===== config.mk =====
export PLATFORM = sky130hd
export DESIGN_NAME = path_length_accumulator_core
export DESIGN_NICKNAME = d
export VERILOG_FILES = /design/src/rtl/pla_pkg.sv /design/src/rtl/pla_ctrl.sv /design/src/rtl/pla_dpath.sv /design/src/rtl/path_length_accumulator_core.sv
export SDC_FILE = /design/constraint.sdc
export NUM_CORES = 2
export LEC_CHECK = 0
export ABC_AREA = 1
export BUFFER_PORTS_ARGS = -buffer_cell sky130_fd_sc_hd__buf_2
export CAP_MARGIN = 20
export CORE_ASPECT_RATIO = 1.25
export CORE_MARGIN = 1.5
export CORE_UTILIZATION = 59
export CTS_CLUSTER_SIZE = 16
export DETAILED_ROUTE_END_ITERATION = 8
export PLACE_DENSITY = 0.79
export SKIP_LAST_GASP = 1
export SLEW_MARGIN = 20
export SYNTH_ARGS = -nofsm -noshare
export SYNTH_HDL_FRONTEND = slang
export SYNTH_SLANG_ARGS = --single-unit
export TNS_END_PERCENT = 50

===== constraint.sdc =====
create_clock -name clk_i -period 10.5 [get_ports clk_i]
set_input_delay 1.05 -clock clk_i [delete_from_list [all_inputs] [get_ports clk_i]]
set_output_delay 1.05 -clock clk_i [all_outputs]
set_load 0.01 [all_outputs]

===== src/rtl/pla_pkg.sv =====
`default_nettype none

package pla_pkg;

  localparam int unsigned CoordW   = 32;
  localparam int unsigned StampW   = 32;
  localparam int unsigned LenW     = 64;
  localparam int unsigned SquareW  = 2 * CoordW;
  // Radicand wide enough for the sum of three squares, kept even for 2-bit digits.
  localparam int unsigned RadW     = SquareW + 2;
  localparam int unsigned RootW    = RadW / 2;
  localparam int unsigned RemW     = RootW + 1;
  localparam int unsigned RootSteps = RootW;
  localparam int unsigned StepCntW = $clog2(RootSteps);
  localparam int unsigned NumLanes = 2;

  localparam int unsigned LanePlanar  = 0;
  localparam int unsigned LaneSpatial = 1;

  typedef enum logic [3:0] {
    ST_IDLE,
    ST_CLEAR,
    ST_SQ_X,
    ST_SQ_Y,
    ST_SQ_Z,
    ST_SUM,
    ST_ROOT,
    ST_ACCUM,
    ST_DONE
  } state_e;

  typedef enum logic [1:0] {
    SEL_X,
    SEL_Y,
    SEL_Z
  } axis_e;

  typedef struct packed {
    logic  load;       // capture sample, form axis differences
    logic  clear;      // restart the track
    logic  square;     // square one axis difference
    axis_e axis;
    logic  sum_planar; // form planar radicand
    logic  sum_spatial;// form spatial radicand, reset root lanes
    logic  root_step;  // one digit of both roots
    logic  accum;      // add roots to running lengths
    logic  out_load;   // fill output word
    logic  first;
  } cmd_t;

  typedef struct packed {
    logic root_last;
  } sts_t;

endpackage

`default_nettype wire


===== src/rtl/pla_ctrl.sv =====
`default_nettype none

module pla_ctrl (
  input  wire            clk_i,
  input  wire            rst_ni,
  input  wire            in_valid_i,
  output logic           in_stall_o,
  output logic           out_valid_o,
  input  wire            out_stall_i,
  input  wire pla_pkg::sts_t sts_i,
  output pla_pkg::cmd_t  cmd_o
);
  import pla_pkg::*;

  state_e state_q, state_d;
  logic   started_q, started_d;
  logic   out_valid_q, out_valid_d;
  logic   accept;
  logic   out_free;

  assign accept   = in_valid_i && (state_q == ST_IDLE);
  assign out_free = !out_valid_q || !out_stall_i;

  always_comb begin
    state_d = state_q;
    unique case (state_q)
      ST_IDLE:  if (accept) state_d = started_q ? ST_SQ_X : ST_CLEAR;
      ST_CLEAR: state_d = ST_DONE;
      ST_SQ_X:  state_d = ST_SQ_Y;
      ST_SQ_Y:  state_d = ST_SQ_Z;
      ST_SQ_Z:  state_d = ST_SUM;
      ST_SUM:   state_d = ST_ROOT;
      ST_ROOT:  if (sts_i.root_last) state_d = ST_ACCUM;
      ST_ACCUM: state_d = ST_DONE;
      ST_DONE:  if (out_free) state_d = ST_IDLE;
      default:  state_d = ST_IDLE;
    endcase
  end

  always_comb begin
    cmd_o = '0;
    cmd_o.axis = SEL_X;
    cmd_o.load = accept;
    unique case (state_q)
      ST_IDLE:  ;
      ST_CLEAR: cmd_o.clear = 1'b1;
      ST_SQ_X: begin
        cmd_o.square = 1'b1;
        cmd_o.axis   = SEL_X;
      end
      ST_SQ_Y: begin
        cmd_o.square = 1'b1;
        cmd_o.axis   = SEL_Y;
      end
      ST_SQ_Z: begin
        cmd_o.square     = 1'b1;
        cmd_o.axis       = SEL_Z;
        cmd_o.sum_planar = 1'b1;
      end
      ST_SUM:   cmd_o.sum_spatial = 1'b1;
      ST_ROOT:  cmd_o.root_step = 1'b1;
      ST_ACCUM: cmd_o.accum = 1'b1;
      ST_DONE: begin
        cmd_o.out_load = out_free;
        cmd_o.first    = !started_q;
      end
      default:  ;
    endcase
  end

  // Track starts once the first word has been handed to the output.
  assign started_d   = started_q || (state_q == ST_DONE && out_free);
  assign out_valid_d = cmd_o.out_load || (out_valid_q && out_stall_i);

  always_ff @(posedge clk_i or negedge rst_ni) begin
    if (!rst_ni) begin
      state_q     <= ST_IDLE;
      started_q   <= 1'b0;
      out_valid_q <= 1'b0;
    end else begin
      state_q     <= state_d;
      started_q   <= started_d;
      out_valid_q <= out_valid_d;
    end
  end

  assign in_stall_o  = (state_q != ST_IDLE);
  assign out_valid_o = out_valid_q;

endmodule

`default_nettype wire


===== src/rtl/pla_dpath.sv =====
`default_nettype none

module pla_dpath (
  input  wire                             clk_i,
  input  wire                             rst_ni,
  input  wire pla_pkg::cmd_t              cmd_i,
  output pla_pkg::sts_t                   sts_o,
  input  wire  [pla_pkg::CoordW-1:0]      pos_x_i,
  input  wire  [pla_pkg::CoordW-1:0]      pos_y_i,
  input  wire  [pla_pkg::CoordW-1:0]      pos_z_i,
  input  wire  [pla_pkg::StampW-1:0]      stamp_sec_i,
  output logic [pla_pkg::LenW-1:0]        length_planar_o,
  output logic [pla_pkg::LenW-1:0]        length_spatial_o,
  output logic [pla_pkg::StampW-1:0]      elapsed_sec_o,
  output logic                            first_sample_o
);
  import pla_pkg::*;

  logic [CoordW-1:0]  last_x_q, last_y_q, last_z_q;
  logic [CoordW-1:0]  dx_q, dy_q, dz_q;
  logic [CoordW-1:0]  dx_d, dy_d, dz_d;
  logic [StampW-1:0]  stamp_q, start_q;
  logic [CoordW-1:0]  mul_op;
  logic [SquareW-1:0] mul_res;
  logic [SquareW-1:0] sqx_q, sqy_q, sqz_q;
  logic [RadW-1:0]    rad_q [NumLanes];
  logic [RadW-1:0]    rad_d [NumLanes];
  logic [RootW-1:0]   root_q [NumLanes];
  logic [RootW-1:0]   root_d [NumLanes];
  logic [RemW-1:0]    rem_q [NumLanes];
  logic [RemW-1:0]    rem_d [NumLanes];
  logic [StepCntW-1:0] cnt_q;
  logic [LenW-1:0]    total_q [NumLanes];
  logic [LenW-1:0]    total_d [NumLanes];
  logic [LenW:0]      total_sum [NumLanes];
  logic [LenW-1:0]    len_p_q, len_s_q;
  logic [StampW-1:0]  elapsed_q;
  logic               first_q;

  function automatic logic [CoordW-1:0] abs_diff(logic [CoordW-1:0] a, logic [CoordW-1:0] b);
    logic [CoordW:0] d;
    d = {a[CoordW-1], a} - {b[CoordW-1], b};
    if (d[CoordW]) d = -d;
    return d[CoordW-1:0];
  endfunction

  assign dx_d = abs_diff(pos_x_i, last_x_q);
  assign dy_d = abs_diff(pos_y_i, last_y_q);
  assign dz_d = abs_diff(pos_z_i, last_z_q);

  // Capture the sample; the previous position is only needed for the differences.
  always_ff @(posedge clk_i) begin
    if (cmd_i.load) begin
      last_x_q <= pos_x_i;
      last_y_q <= pos_y_i;
      last_z_q <= pos_z_i;
      dx_q     <= dx_d;
      dy_q     <= dy_d;
      dz_q     <= dz_d;
      stamp_q  <= stamp_sec_i;
    end
  end

  // One shared squarer, one axis per cycle.
  always_comb begin
    case (cmd_i.axis)
      SEL_X:   mul_op = dx_q;
      SEL_Y:   mul_op = dy_q;
      SEL_Z:   mul_op = dz_q;
      default: mul_op = dx_q;
    endcase
  end

  assign mul_res = SquareW'(mul_op) * SquareW'(mul_op);

  always_ff @(posedge clk_i) begin
    if (cmd_i.square) begin
      case (cmd_i.axis)
        SEL_X:   sqx_q <= mul_res;
        SEL_Y:   sqy_q <= mul_res;
        SEL_Z:   sqz_q <= mul_res;
        default: sqx_q <= mul_res;
      endcase
    end
  end

  // Restoring square root, two radicand bits per step, both lanes in lockstep.
  always_comb begin
    logic [RemW+1:0] shifted;
    logic [RemW+1:0] trial;
    logic [RemW+1:0] diff;
    for (int i = 0; i < NumLanes; i++) begin
      rad_d[i]  = rad_q[i];
      root_d[i] = root_q[i];
      rem_d[i]  = rem_q[i];
      shifted   = {rem_q[i], rad_q[i][RadW-1 -: 2]};
      trial     = {1'b0, root_q[i], 2'b01};
      diff      = shifted - trial;
      if (cmd_i.root_step) begin
        rad_d[i] = {rad_q[i][RadW-3:0], 2'b00};
        if (shifted >= trial) begin
          rem_d[i]  = diff[RemW-1:0];
          root_d[i] = {root_q[i][RootW-2:0], 1'b1};
        end else begin
          rem_d[i]  = shifted[RemW-1:0];
          root_d[i] = {root_q[i][RootW-2:0], 1'b0};
        end
      end
    end
    if (cmd_i.sum_planar) begin
      rad_d[LanePlanar] = RadW'(sqx_q) + RadW'(sqy_q);
    end
    if (cmd_i.sum_spatial) begin
      rad_d[LaneSpatial] = rad_q[LanePlanar] + RadW'(sqz_q);
      for (int i = 0; i < NumLanes; i++) begin
        root_d[i] = '0;
        rem_d[i]  = '0;
      end
    end
  end

  always_ff @(posedge clk_i) begin
    for (int i = 0; i < NumLanes; i++) begin
      rad_q[i]  <= rad_d[i];
      root_q[i] <= root_d[i];
      rem_q[i]  <= rem_d[i];
    end
  end

  always_ff @(posedge clk_i or negedge rst_ni) begin
    if (!rst_ni) begin
      cnt_q <= '0;
    end else if (cmd_i.sum_spatial) begin
      cnt_q <= '0;
    end else if (cmd_i.root_step) begin
      cnt_q <= cnt_q + 1'b1;
    end
  end

  assign sts_o.root_last = (cnt_q == StepCntW'(RootSteps - 1));

  // Saturating running lengths.
  always_comb begin
    for (int i = 0; i < NumLanes; i++) begin
      total_sum[i] = {1'b0, total_q[i]} + (LenW + 1)'(root_q[i]);
      total_d[i]   = total_sum[i][LenW] ? '1 : total_sum[i][LenW-1:0];
    end
  end

  always_ff @(posedge clk_i) begin
    if (cmd_i.clear) begin
      for (int i = 0; i < NumLanes; i++) total_q[i] <= '0;
      start_q <= stamp_q;
    end else if (cmd_i.accum) begin
      for (int i = 0; i < NumLanes; i++) total_q[i] <= total_d[i];
    end
  end

  always_ff @(posedge clk_i) begin
    if (cmd_i.out_load) begin
      len_p_q   <= total_q[LanePlanar];
      len_s_q   <= total_q[LaneSpatial];
      elapsed_q <= stamp_q - start_q;
      first_q   <= cmd_i.first;
    end
  end

  assign length_planar_o  = len_p_q;
  assign length_spatial_o = len_s_q;
  assign elapsed_sec_o    = elapsed_q;
  assign first_sample_o   = first_q;

endmodule

`default_nettype wire


===== src/rtl/path_length_accumulator_core.sv =====
// Path length accumulator.
// Input channel: one word per position sample (x, y, z as signed Q16.16,
// plus a whole-second timestamp), handed over on in_valid_i while
// in_stall_o is low. Output channel: one word per sample with both running
// lengths (unsigned Q48.16, saturating), elapsed seconds since the first
// sample (mod 2^32) and a flag marking the sample that started the track.
// The first sample after reset only records position and start time; its
// word carries zero lengths and zero elapsed time. Every later sample
// squares the three axis steps on one shared 32x32 multiplier, forms both
// radicands, then runs two 2-bit-per-cycle square root lanes side by side,
// and adds the roots into the running lengths. Only one sample is in work
// at a time: a new one is accepted only after the word of the last has
// gone to the output register.
// The output word sits in a register: a new sample is accepted while an
// earlier word still waits on out_stall_i, and a finished word holds in the
// controller until the output register is free.
// Reset (rst_ni low, asynchronous) drops the track; the next sample starts it.
`default_nettype none

module path_length_accumulator_core (
  input  wire                          clk_i,
  input  wire                          rst_ni,
  input  wire                          in_valid_i,
  output logic                         in_stall_o,
  input  wire  [pla_pkg::CoordW-1:0]   pos_x_i,
  input  wire  [pla_pkg::CoordW-1:0]   pos_y_i,
  input  wire  [pla_pkg::CoordW-1:0]   pos_z_i,
  input  wire  [pla_pkg::StampW-1:0]   stamp_sec_i,
  output logic                         out_valid_o,
  input  wire                          out_stall_i,
  output logic [pla_pkg::LenW-1:0]     length_planar_o,
  output logic [pla_pkg::LenW-1:0]     length_spatial_o,
  output logic [pla_pkg::StampW-1:0]   elapsed_sec_o,
  output logic                         first_sample_o
);
  import pla_pkg::*;

  // Commands down to the datapath, status back up.
  cmd_t cmd;
  sts_t sts;

  pla_ctrl u_ctrl (
    .clk_i       (clk_i),
    .rst_ni      (rst_ni),
    .in_valid_i  (in_valid_i),
    .in_stall_o  (in_stall_o),
    .out_valid_o (out_valid_o),
    .out_stall_i (out_stall_i),
    .sts_i       (sts),
    .cmd_o       (cmd)
  );

  // Axis differences, shared squarer, root lanes, running lengths, output word.
  pla_dpath u_dpath (
    .clk_i            (clk_i),
    .rst_ni           (rst_ni),
    .cmd_i            (cmd),
    .sts_o            (sts),
    .pos_x_i          (pos_x_i),
    .pos_y_i          (pos_y_i),
    .pos_z_i          (pos_z_i),
    .stamp_sec_i      (stamp_sec_i),
    .length_planar_o  (length_planar_o),
    .length_spatial_o (length_spatial_o),
    .elapsed_sec_o    (elapsed_sec_o),
    .first_sample_o   (first_sample_o)
  );

endmodule

`default_nettype wire


Yosys cells after proc, flatten, opt, wreduce, memory -nomap -nowiden
Memory sizes are Yosys's and may differ from the RTL's.
Cells that the tools add are included.
{"block": "totals", "register_bits": 621, "latchBits": 0, "ram_bits": 394, "mem_bits_ro": 0, "in_bits": 132, "out_inout_bits": 163, "word_cells": 116, "n_memories": 4}
{"block": "classes", "n_addsub": 14, "mul": 1, "n_div": 0, "magnitude_cmp": 2, "eq_ne": 14, "shifts": 0, "muxes": 41, "bitwise": 3, "n_reduce_logical": 18}
{"memory": "u_dpath.rad_q", "words": 2, "word_bits": 66, "rd": 2, "rd_ports_with_merged_regs": 0, "write_ports": 2, "line_no": "pla_dpath.sv:26", "text": "logic [RadW-1:0] rad_q [NumLanes];"}
{"memory": "u_dpath.total_q", "words": 2, "word_bits": 64, "rd": 2, "rd_ports_with_merged_regs": 0, "write_ports": 2, "line_no": "pla_dpath.sv:33", "text": "logic [LenW-1:0] total_q [NumLanes];"}
{"memory": "u_dpath.rem_q", "words": 2, "word_bits": 34, "rd": 2, "rd_ports_with_merged_regs": 0, "write_ports": 2, "line_no": "pla_dpath.sv:30", "text": "logic [RemW-1:0] rem_q [NumLanes];"}
{"memory": "u_dpath.root_q", "words": 2, "word_bits": 33, "rd": 2, "rd_ports_with_merged_regs": 0, "write_ports": 2, "line_no": "pla_dpath.sv:28", "text": "logic [RootW-1:0] root_q [NumLanes];"}
{"op": "$mux 66", "n": 5}
{"op": "$mux 64", "n": 4}
{"op": "$mux 34", "n": 4}
{"op": "$add 64x33->65", "n": 2}
{"op": "$sub 32x32->33", "n": 3}
{"op": "$mux 32", "n": 3}
{"op": "$neg 32->32", "n": 3}
{"op": "$ge 36x35->1", "n": 2}
{"op": "$mux 68", "n": 1}
{"op": "$sub 34x34->34", "n": 2}
{"op": "$add 66x64->66", "n": 1}
{"op": "$mux 33", "n": 2}
{"op": "$add 64x64->65", "n": 1}
{"op": "$mul 32x32->64", "n": 1}
{"op": "$pmux 32 s2", "n": 1}
{"op": "$pmux 4 s8", "n": 1}
{"op": "$sub 32x32->32", "n": 1}
{"op": "$eq 4x3->1 const B", "n": 4}
{"op": "$mux 1", "n": 12}
{"op": "$mux 4", "n": 3}
{"op": "$mux 6", "n": 2}
{"op": "$pmux 3 s3", "n": 1}
{"op": "$eq 4x2->1 const B", "n": 2}
{"op": "$add 6x1->6 const B", "n": 1}
{"op": "19 further kinds", "n": 31}

Longest topological paths before layout
{"block": "depth", "depth_word": 6, "ltp_mapped": 44, "ltp_nobuf": 42}

Hierarchy
A second synthesis with hierarchy kept.
{"block": "unflattened", "cells_unflattened": 11672, "area_unflattened_um2": 94973.6}
{"module": "pla_dpath", "n_inst": 1, "cells_each": 11612, "area_each_um2": 94558.2, "seq_area_each_um2": 28827.6}
{"module": "pla_ctrl", "n_inst": 1, "cells_each": 60, "area_each_um2": 415.4, "seq_area_each_um2": 150.1}

Least setup slack after synthesis
Ideal clock, no wire load.
{"block": "synth_path", "kind": "input port to flip-flop", "startpoint": "input in_valid_i", "endpoint": "register u_dpath.dx_q[0] (enable)", "setup_time_ns": 0.812, "arrival_time_ns": 10.286, "setup_slack_ns": -0.598, "path_stages": 2, "n_path_buf": 0, "path_cell_list": "inv_1 -> nor2_1"}
{"item": "from (decl)", "line_no": "path_length_accumulator_core.sv:23", "text": "input wire in_valid_i,"}
{"item": "to (signal assigned)", "line_no": "pla_dpath.sv:57", "text": "dx_q <= dx_d;"}
{"item": "to (decl)", "line_no": "pla_dpath.sv:20", "text": "logic [CoordW-1:0] dx_q, dy_q, dz_q;"}

Final worst setup path
{"block": "layout_path", "startpoint": "register u_ctrl.state_q[3]", "endpoint": "register u_dpath.sqy_q[59] (data pin)"}
{"block": "layout_between", "elab_chain_len": 5, "word_cells_on_any_way": 8}
{"item": "from (decl)", "line_no": "pla_ctrl.sv:15", "text": "state_e state_q, state_d;"}
{"item": "from (signal assigned)", "line_no": "pla_ctrl.sv:81", "text": "state_q <= state_d;"}
{"item": "$eq 4x3->1 or $eq 4x2->1 (tied branches)", "line_no": "pla_ctrl.sv:44", "text": "unique case (state_q)"}
{"item": "$pmux 3 s3 (*)", "line_no": "pla_ctrl.sv:44"}
{"item": "$eq 2x2->1 or $eq 2x1->1 (tied branches)", "line_no": "pla_dpath.sv:66", "text": "case (cmd_i.axis)"}
{"item": "$pmux 32 s2 (*)", "line_no": "pla_dpath.sv:66"}
{"item": "$mul 32x32->64 (*)", "line_no": "pla_dpath.sv:74", "text": "assign mul_res = SquareW'(mul_op) * SquareW'(mul_op);"}
{"item": "via u_dpath.mul_res[59]", "line_no": "pla_dpath.sv:24", "text": "logic [SquareW-1:0] mul_res;"}
{"item": "to (signal assigned)", "line_no": "pla_dpath.sv:80", "text": "SEL_Y: sqy_q <= mul_res;"}
{"item": "to (decl)", "line_no": "pla_dpath.sv:25", "text": "logic [SquareW-1:0] sqx_q, sqy_q, sqz_q;"}
The timed path passes the listed nets; every way through them passes the cells marked *.
A chain may end at the register's enable or synchronous reset.

==> flow_metrics.py <==
metrics = {
    "synthesis": {
        "ys_warn_count": 0,
        "yosys_most_used_dff": "edfxtp_1",
        "avgSynthCellArea_um2": 8.11,
        "ys_ff_latch": 1012,
        "synth_edf_count": 865,
        "ys_seq_area_share_pct": 30.6,
        "async_flop_share_pct": 1.19,
        "syn_nets": 13300,
        "synth_cells": 11700,
        "synth_area_um2": 94800,
        "netlist-cell-type-count": 65,
    },
    "global_route": {
        "grt_pass1_wl_mm": 466,
        "overflow": 0,
        "grt_max_degree": 160,
        "grt_usage_pct": 37.2,
        "grt_pass1_vias": 83200,
        "grt_antenna_before_repair": 6,
    },
    "timing": {
        "slew_headroom_pct": 17.5,
        "final.period_utilization_pct": 96.5,
        "skew_ns": 0.0496,
        "min_period_ns": 10.13,
        "finalHoldViolations": 0,
        "tns_ns": 0,
        "final-setup-viol-count": 0,
        "timing.fmax_mhz": 98.7,
        "rsz0062_at_grt": "false",
        "drv_slew": 0,
        "worst_pin_slew_ns": 1.22,
    },
    "drt": {
        "final_antenna_net_count": 0,
        "drt_iter0_drc": 6835,
        "dr.pass1.iters": 8,
        "wl_mm": 303,
        "wl_per_cell_um": 21.4,
        "num_vias": 81300,
        "route.detailed.drc": 0,
        "viasPerCell": 5.75,
    },
    "placed_design": {
        "place_hpwl_mm": 247,
        "port_buffers": 294,
        "gp_congestion": 1.03,
    },
    "finish": {
        "area_growth_pct": 8.22,
        "layout_common_cells": "nand2_1, inv_1, nor2_1",
        "drive_gt1_share_pct": 5.52,
        "final_common_cell": "nand2_1",
        "fin_nets": 13600,
    },
    "floorplanning": {
        "dieArea_um2": 163000,
        "ioPinCount": 295,
        "core-area_um2": 160000,
        "initial_core_util_pct": 59.4,
        "die_height_um": 451,
        "rows": 164,
        "die_w_um": 361,
    },
    "clocking": {
        "cts_sinks": 1012,
        "numCtsBuffers": 104,
        "cts_root_buf": "clkbuf_16",
        "cts_tree": "done",
        "htreeDepth": 3,
        "clock_path_buffers": 3,
        "clk_latency_ns": 0.78,
        "path_clk_slew_ns": 0.06,
    },
    "critical_path": {
        "crit_fanout": 32,
        "cp_data_required_time_ns": 11.02,
        "cp.buffers_inverters": 12,
        "arrival_ns": 10.65,
        "crit_top_cell": "inv_1",
        "cpLargestDelayFamily": "adder cells",
        "crit_type": "reg2reg",
        "end_kind": "register",
        "crit_path_start_kind": "register",
        "max_stage_delay_ns": 0.63,
        "slowest_stage": "clkinvlp_4",
    },
    "outcome": {
        "status": "completed",
    },
    "flow_run": {
        "cap_violations": 0,
    },
    "hold_path": {
        "worstHoldPathType": "in2async",
    },
}
## registers in the layout, indices dropped and copies added (netlist names), 32 cells and up
signal,count
u_dpath.stamp_q,32
u_dpath.length_spatial_o,64
u_dpath.sqz_q,63
u_dpath.dz_q,32
u_dpath.total_q,128
u_dpath.dy_q,32
u_dpath.start_q,32
u_dpath.rem_q,68
u_dpath.dx_q,32
u_dpath.last_z_q,32
u_dpath.rad_q,132
u_dpath.last_x_q,32
u_dpath.last_y_q,32
u_dpath.sqx_q,63
u_dpath.root_q,66
u_dpath.length_planar_o,64
u_dpath.elapsed_sec_o,32
u_dpath.sqy_q,63
## logic make-up (layout without fill, tap and decap cells)
| logic type | Yosys count | in the layout | synth area share [%] |
|---|---|---|---|
| flip-flops | 1012 | 1012 | 30.6 |
| buffers and inverters | 2530 | 2917 | 10.1 |
| other | 0 | 1 | 0 |
| AO/OA/AOI/OAI | 1659 | 1659 | 9.85 |
| adder cells (fa/ha/maj) | 1488 | 1488 | 26.0 |
| AND/OR/NAND/NOR | 4588 | 4588 | 19.8 |
| XOR/XNOR | 403 | 403 | 3.76 |
## repair_timing
item | in CTS | in global routing
endpoints found under the hold margin | 0 | 0
hold buffers | 0 | 0
gates resized for setup | 0 | 7
setup endpoints to repair | 0 | 33
setup buffers | 0 | 2
## path summary, 6_finish.rpt
check,start,to,slack (ns),depth (start not counted)
setup / recovery,u_ctrl.state_q[3],u_dpath.sqy_q[59],0.37,36
hold / removal,rst_ni,u_dpath.cnt_q[1],0.22,1
setup reg to reg,u_ctrl.state_q[3],u_dpath.sqy_q[59],0.37,36
hold reg to reg,u_dpath.stamp_q[28],u_dpath.start_q[28],0.46,0
max in group asynchronous,rst_ni,u_dpath.cnt_q[0],9.98,1
min in group clk_i,u_dpath.stamp_q[28],u_dpath.start_q[28],0.46,0
## synth_stat cells, types with 38 or more instances
| cell type | n | area share, % |
|---|---|---|
| nand4_1 | 80 | 0.53 |
| nor2_1 | 1298 | 5.1 |
| edfxtp_1 | 865 | 27 |
| inv_1 | 2324 | 9.2 |
| a21oi_1 | 675 | 3.6 |
| o21ai_1 | 38 | 0.20 |
| a21o_1 | 58 | 0.46 |
| o21ai_0 | 474 | 2.5 |
| nor3_1 | 115 | 0.61 |
| nand3b_1 | 50 | 0.40 |
| o22ai_1 | 68 | 0.45 |
| clkbuf_1 | 160 | 0.63 |
| nand2_1 | 2428 | 9.6 |
| ha_1 | 690 | 9.1 |
| fa_1 | 798 | 17 |
| xnor2_1 | 169 | 1.6 |
| xor2_1 | 230 | 2.1 |
| nand3_1 | 503 | 2.7 |
| nor4_1 | 39 | 0.26 |
| dfxtp_1 | 135 | 2.9 |
| a31oi_1 | 116 | 0.77 |
| o21bai_1 | 69 | 0.55 |
## layout make-up
type / count / area, um^2
inverter: 2341 / 8800
clock buffer: 119 / 2720
multi-input combinational: 8138 / 56500
tap: 2075 / 2600
clock inverter: 77 / 812
sequential: 1012 / 29000
antenna: 1 / 2.50
fill: 13800 / 57100
timing repair buffer: 380 / 2160
## routing by layer
metal / GRT usage (%) / share of wire, % / up-vias
li1: - / - / 38000
met1: 45.1 / 38 / 38800
met2: 63.6 / 48 / 3568
met3: 5.50 / 7.5 / 901
met4: 20.5 / 6.3 / 8
met5: 0 / 0.019 / -
## per-stage QoR
stage	worst slack [ns]	cell area, um^2	instances	hold slack, ns	utilization [%]
2_1_floorplan	1.66	94800	11700	0.426	-
3_3_place_gp	0.553	98900	13900	0.442	62.0
3_5_place_dp	0.321	98900	13900	0.448	62.0
4_1_cts	0.241	102000	14100	0.191	64.2
5_1_grt	0.0274	103000	14100	0.233	64.2
6_report	0.371	103000	14100	0.220	64.2
Power is not shown: default switching activity piles up to over one toggle a cycle in this logic, so the estimate is an artifact.
